===== src/rtl/core/flmxh_pkg.sv =====
package flmxh_pkg;

	localparam logic [15:0] MIX_KEY = 16'hca95;
	localparam logic [7:0] PAD_MARK = 8'h80;
	localparam logic [5:0] LEN_POS = 6'd56;
	localparam logic [4:0] FINAL_MIXES = 5'd24;

	localparam logic [63:0] LANE_INIT [8] = '{
		64'hc05bbd6b47c57574, 64'hf83c1e9e4a934534,
		64'ha224e4507e645d91, 64'he7a9131a4b842813,
		64'h58f082e3580f347e, 64'hceb5795349196aff,
		64'hb549200b5168588f, 64'hfd5c07200540ada5
	};

	localparam logic CFG_SEED_LOW = 1'b0;
	localparam logic CFG_SEED_HIGH = 1'b1;

	typedef struct packed {
		logic        last_word;
		logic [3:0]  valid_bytes;
		logic [63:0] data_word;
	} in_item_t;

	typedef struct packed {
		logic [63:0] hash_high;
		logic [63:0] hash_low;
	} out_item_t;

endpackage


===== src/rtl/core/flmxh_mix.sv =====
// One 128-bit mix, combinational: sixteen 16x16 multiplies, registered by the caller.
module flmxh_mix
	import flmxh_pkg::*;
(
	input  logic [127:0] x,
	output logic [127:0] y
);

	logic [127:0] a;
	logic [15:0]  ap [8];
	logic [31:0]  lo_p [8];
	logic signed [31:0] hi_p [8];

	assign a = x ^ {8{MIX_KEY}};

	always_comb begin
		for (int i = 0; i < 8; i++) begin
			ap[i] = a[16*i +: 16];
		end
		for (int i = 0; i < 8; i++) begin
			lo_p[i] = 32'(ap[i]) * 32'(MIX_KEY);
			hi_p[i] = 32'($signed(ap[(i + 1) % 8])) * 32'($signed(MIX_KEY));
			y[16*i +: 16] = lo_p[i][15:0] ^ hi_p[i][31:16];
		end
	end

endmodule

===== config.mk =====
export PLATFORM = sky130hd
export DESIGN_NAME = flmxh_mix
export DESIGN_NICKNAME = d
export VERILOG_FILES = /design/src/rtl/core/flmxh_pkg.sv /design/src/rtl/core/flmxh_mix.sv
export SDC_FILE = /design/constraint.sdc
export NUM_CORES = 2
export LEC_CHECK = 0
export BUFFER_PORTS_ARGS = -buffer_cell sky130_fd_sc_hd__buf_2
export CAP_MARGIN = 10
export CORE_MARGIN = 8
export CORE_UTILIZATION = 65
export DETAILED_ROUTE_END_ITERATION = 8
export PLACE_DENSITY = 0.85
export SLEW_MARGIN = 20
export SYNTH_ARGS = -nofsm -noshare
export SYNTH_HDL_FRONTEND = slang
export SYNTH_SLANG_ARGS = --single-unit

===== constraint.sdc =====
create_clock -name vclk -period 7.7
set_input_delay 0.77 -clock vclk [all_inputs]
set_output_delay 0.77 -clock vclk [all_outputs]
set_load 0.1 [all_outputs]

==> summary.log <==
INFO  layout         nets_finish=6349
INFO  drt            vias=29700
INFO  timing         period_utilisation_layout=96.1%
INFO  synthesis      netlist_area=39300µm²
INFO  layout         final_core_occ=69.9%
INFO  die            die_height=262µm
INFO  clocking       post_cts_setup_buffer_count=0
INFO  synthesis      syn-num-nets=6103
INFO  placed_design  final_hpwl_from_detailed_placement=89500µm
INFO  die            width_of_the_die=262µm
INFO  timing         timing.final.ws_setup=302ps
INFO  placed_design  port_buffers=256
INFO  drt            finalWirelength=96600µm
INFO  timing         timing.max_slew.rel_slack=47.0%
INFO  worst_setup_path cp_max_fo=7
INFO  die            starting_density_of_the_core=65.4%
INFO  die            design.die.area=68500µm²
INFO  drt            vias_per_std_cell=5.53
INFO  layout         n_fill_cell=4497
INFO  worst_setup_path worstPathRequired=6930ps
INFO  placed_design  pre_cts_ws=344ps
INFO  die            fp.coreArea=60000µm²
INFO  drt            drt_first_pass_iters=5
INFO  synthesis      post-synth-top-area-cell=fa_1
INFO  synthesis      synthesis.yosys.warnings=0
INFO  clocking       cts_hold_buf=0
INFO  hold_path      min_from=x[48]
INFO  worst_setup_path cp-startpoint=x[52]
INFO  worst_setup_path worst_setup_path_end_kind=output pin
INFO  timing         final-setup-viol-count=0
INFO  worst_setup_path cp_data_arrival_time=6630ps
INFO  timing         slew_viol_final=0
INFO  worst_setup_path setup.worst_path.class=in -> out
INFO  synthesis      number_of_distinct_library_cells_after_synthesis=73
INFO  timing         min_period=7400ps
INFO  hold_path      worstHoldPathCells=4
INFO  synthesis      post-synth-top-area-fraction=33.0%
INFO  layout         design.seq.count=0
INFO  drt            drt_drc_violations_left=0
INFO  worst_setup_path cp_cell_sequence=buf_2, inv_1, ha_1, inv_1, fa_1, fa_1, inv_1, fa_1, fa_1, inv_1, fa_1, inv_1, ha_1, nand4_1, a211oi_1, o21ai_0, o21ai_0, nor4_1, a311oi_2, buf_12
INFO  hold_path      hold_class=in -> out
INFO  timing         fmaxAchievable=135MHz
INFO  grt            grt_pass1_wl=159000µm
INFO  grt            grt_use_total=28.8%
INFO  grt            grt_start_max_net_pins=21
INFO  drt            wl_per_cell=18.0µm
INFO  die            top_level_ports=256
INFO  timing         final_hold_fails=0
INFO  drt            antenna_left=0
INFO  worst_setup_path family_with_the_most_delay_on_the_worst_path=adder cells
INFO  synthesis      netlist_instances=4319
INFO  timing         timing_worst_slew_pin_value=789ps
INFO  layout         clock_buffer_count=0
INFO  drt            detailedRoute.firstIterationViolations=1751
INFO  clocking       post_cts_resize_count=0
INFO  status         outcome=complete, no violations
INFO  layout         area_delta_synth_final=6.87%
INFO  placed_design  gpl.final_weighted_congestion=0.972
INFO  worst_setup_path startpoint_type=input port
INFO  layout         post_route_cells_drive_above_1_share=6.88%
INFO  hold_path      hold_path_end=y[48]
INFO  timing         setup_repair_after_global_routing_missed_its_margin=false
INFO  synthesis      synth_sequential_area_ratio=0%
INFO  worst_setup_path critPathBufInv=7
INFO  layout         area.sequential=0µm²
INFO  synthesis      synth.top_cells.by_area=fa_1 33%, ha_1 32%, inv_1 13%, xnor2_1 5.4%, a21oi_1 2.0%
INFO  die            fp-row-count=90
INFO  worst_setup_path crit_path_max_incr_delay=550ps
INFO  worst_setup_path critical_path.slowest_cell=fa_1
INFO  job            cap_viol_max_count=0
INFO  grt            grt-ovfl-total=0
INFO  grt            via_count_of_the_first_global_routing_pass=32400
INFO  synthesis      avgSynthCellArea=9.09µm²
INFO  grt            grt_antenna_before_repair=21
[kinds of logic after synthesis]
group,after synthesis,synth area share (%)
adder cells (fa/ha/maj),1656,65.2
multiplexers,1,0.0255
AND/OR/NAND/NOR,366,4.59
AO/OA/AOI/OAI,567,9.76
buffers and inverters,1422,13.6
XOR/XNOR,307,6.85
[Yosys cell counts (4+ instances only)]
master     number
nand2_1        95
a221o_1         7
xor2_1         66
o21ai_1         8
clkbuf_1       26
o211ai_1       16
a21boi_0        4
a211o_1        11
a31oi_1        19
o21bai_1       23
nand3_1        41
nor4_1          5
and3_1         18
a31o_2          4
ha_1         1008
nand2b_1       19
xnor2_1       241
or2_2           7
nand4_1        24
fa_1          648
a221oi_1        4
o21a_1         34
a2111oi_0       5
a21o_1         97
or4_1           4
a311oi_1        4
nor2b_1        23
a21oi_1       154
a41oi_1         5
nor2_1         88
and2_1         12
o21ai_0        90
inv_1        1396
nor3_1         15
o2111ai_1       4
a211oi_1       19
o31ai_1        11
[through the flow]
stage	cell area, µm²	std cells	setup TNS [ps]	hold WS (ps)
final	42000	5361	0	2130
after global routing	41900	5351	0	2150
after CTS	41900	5345	0	2130
after detailed placement	41900	5345	0	2120
after global placement	41900	5345	0	2130
after floorplan	39400	4319	-758	2210
[tightest hold or removal path: cells and delay by family]
kind | cells | cell delay [ps]
buffers and inverters | 2 | 400
xor gates and xnor gates | 2 | 190
[layout make-up]
type / instances / area (µm²) / share of cell area [%]
Inverter: 1396 / 5240 / 12.5
Multi-Input combinational cell: 2897 / 34000 / 81.1
Tap cell: 782 / 978 / 2.33
Antenna cell: 16 / 40.0 / 0.0954
Timing Repair Buffer: 270 / 1660 / 3.95
[layer usage]
| metal | GRT usage (%) | vias up | share of wire [%] |
|---|---|---|---|
| met3 | 3.65 | 264 | 6.2 |
| met4 | 10.9 | 10 | 4.5 |
| met2 | 49.3 | 931 | 48 |
| li1 | - | 14100 | - |
| met5 | 0 | - | 0.060 |
| met1 | 37.0 | 14400 | 42 |
[how the worst max path moves through the flow]
stage                  to  slack [ps]  depth (start not counted)
floorplan           y[61]        -390                         17
global placement    y[27]         400                         22
detailed placement  y[23]         340                         22
CTS                 y[23]         330                         22
global route        y[45]          10                         20
finish              y[45]         300                         20
[cell usage in the layout (no fill, tap or decap), drive strengths merged, types with 7 or more instances in the layout]
master  count
nor2b      23
nand2      95
nor3       16
a21o       97
or2         8
nor2       88
nand4      24
fa        648
a211o      11
inv      1396
nand2b     19
o31ai      14
a211oi     20
buf       270
a31oi      19
o211ai     16
and2       12
ha       1008
o21bai     23
o21a       34
xnor2     241
nand3      41
o21ai      98
a21oi     154
a221o       7
a41oi       7
and3       18
a221oi      7
diode      16
xor2       66
Power is not shown: default switching activity piles up to over one toggle a cycle in this logic, so the estimate is an artifact.
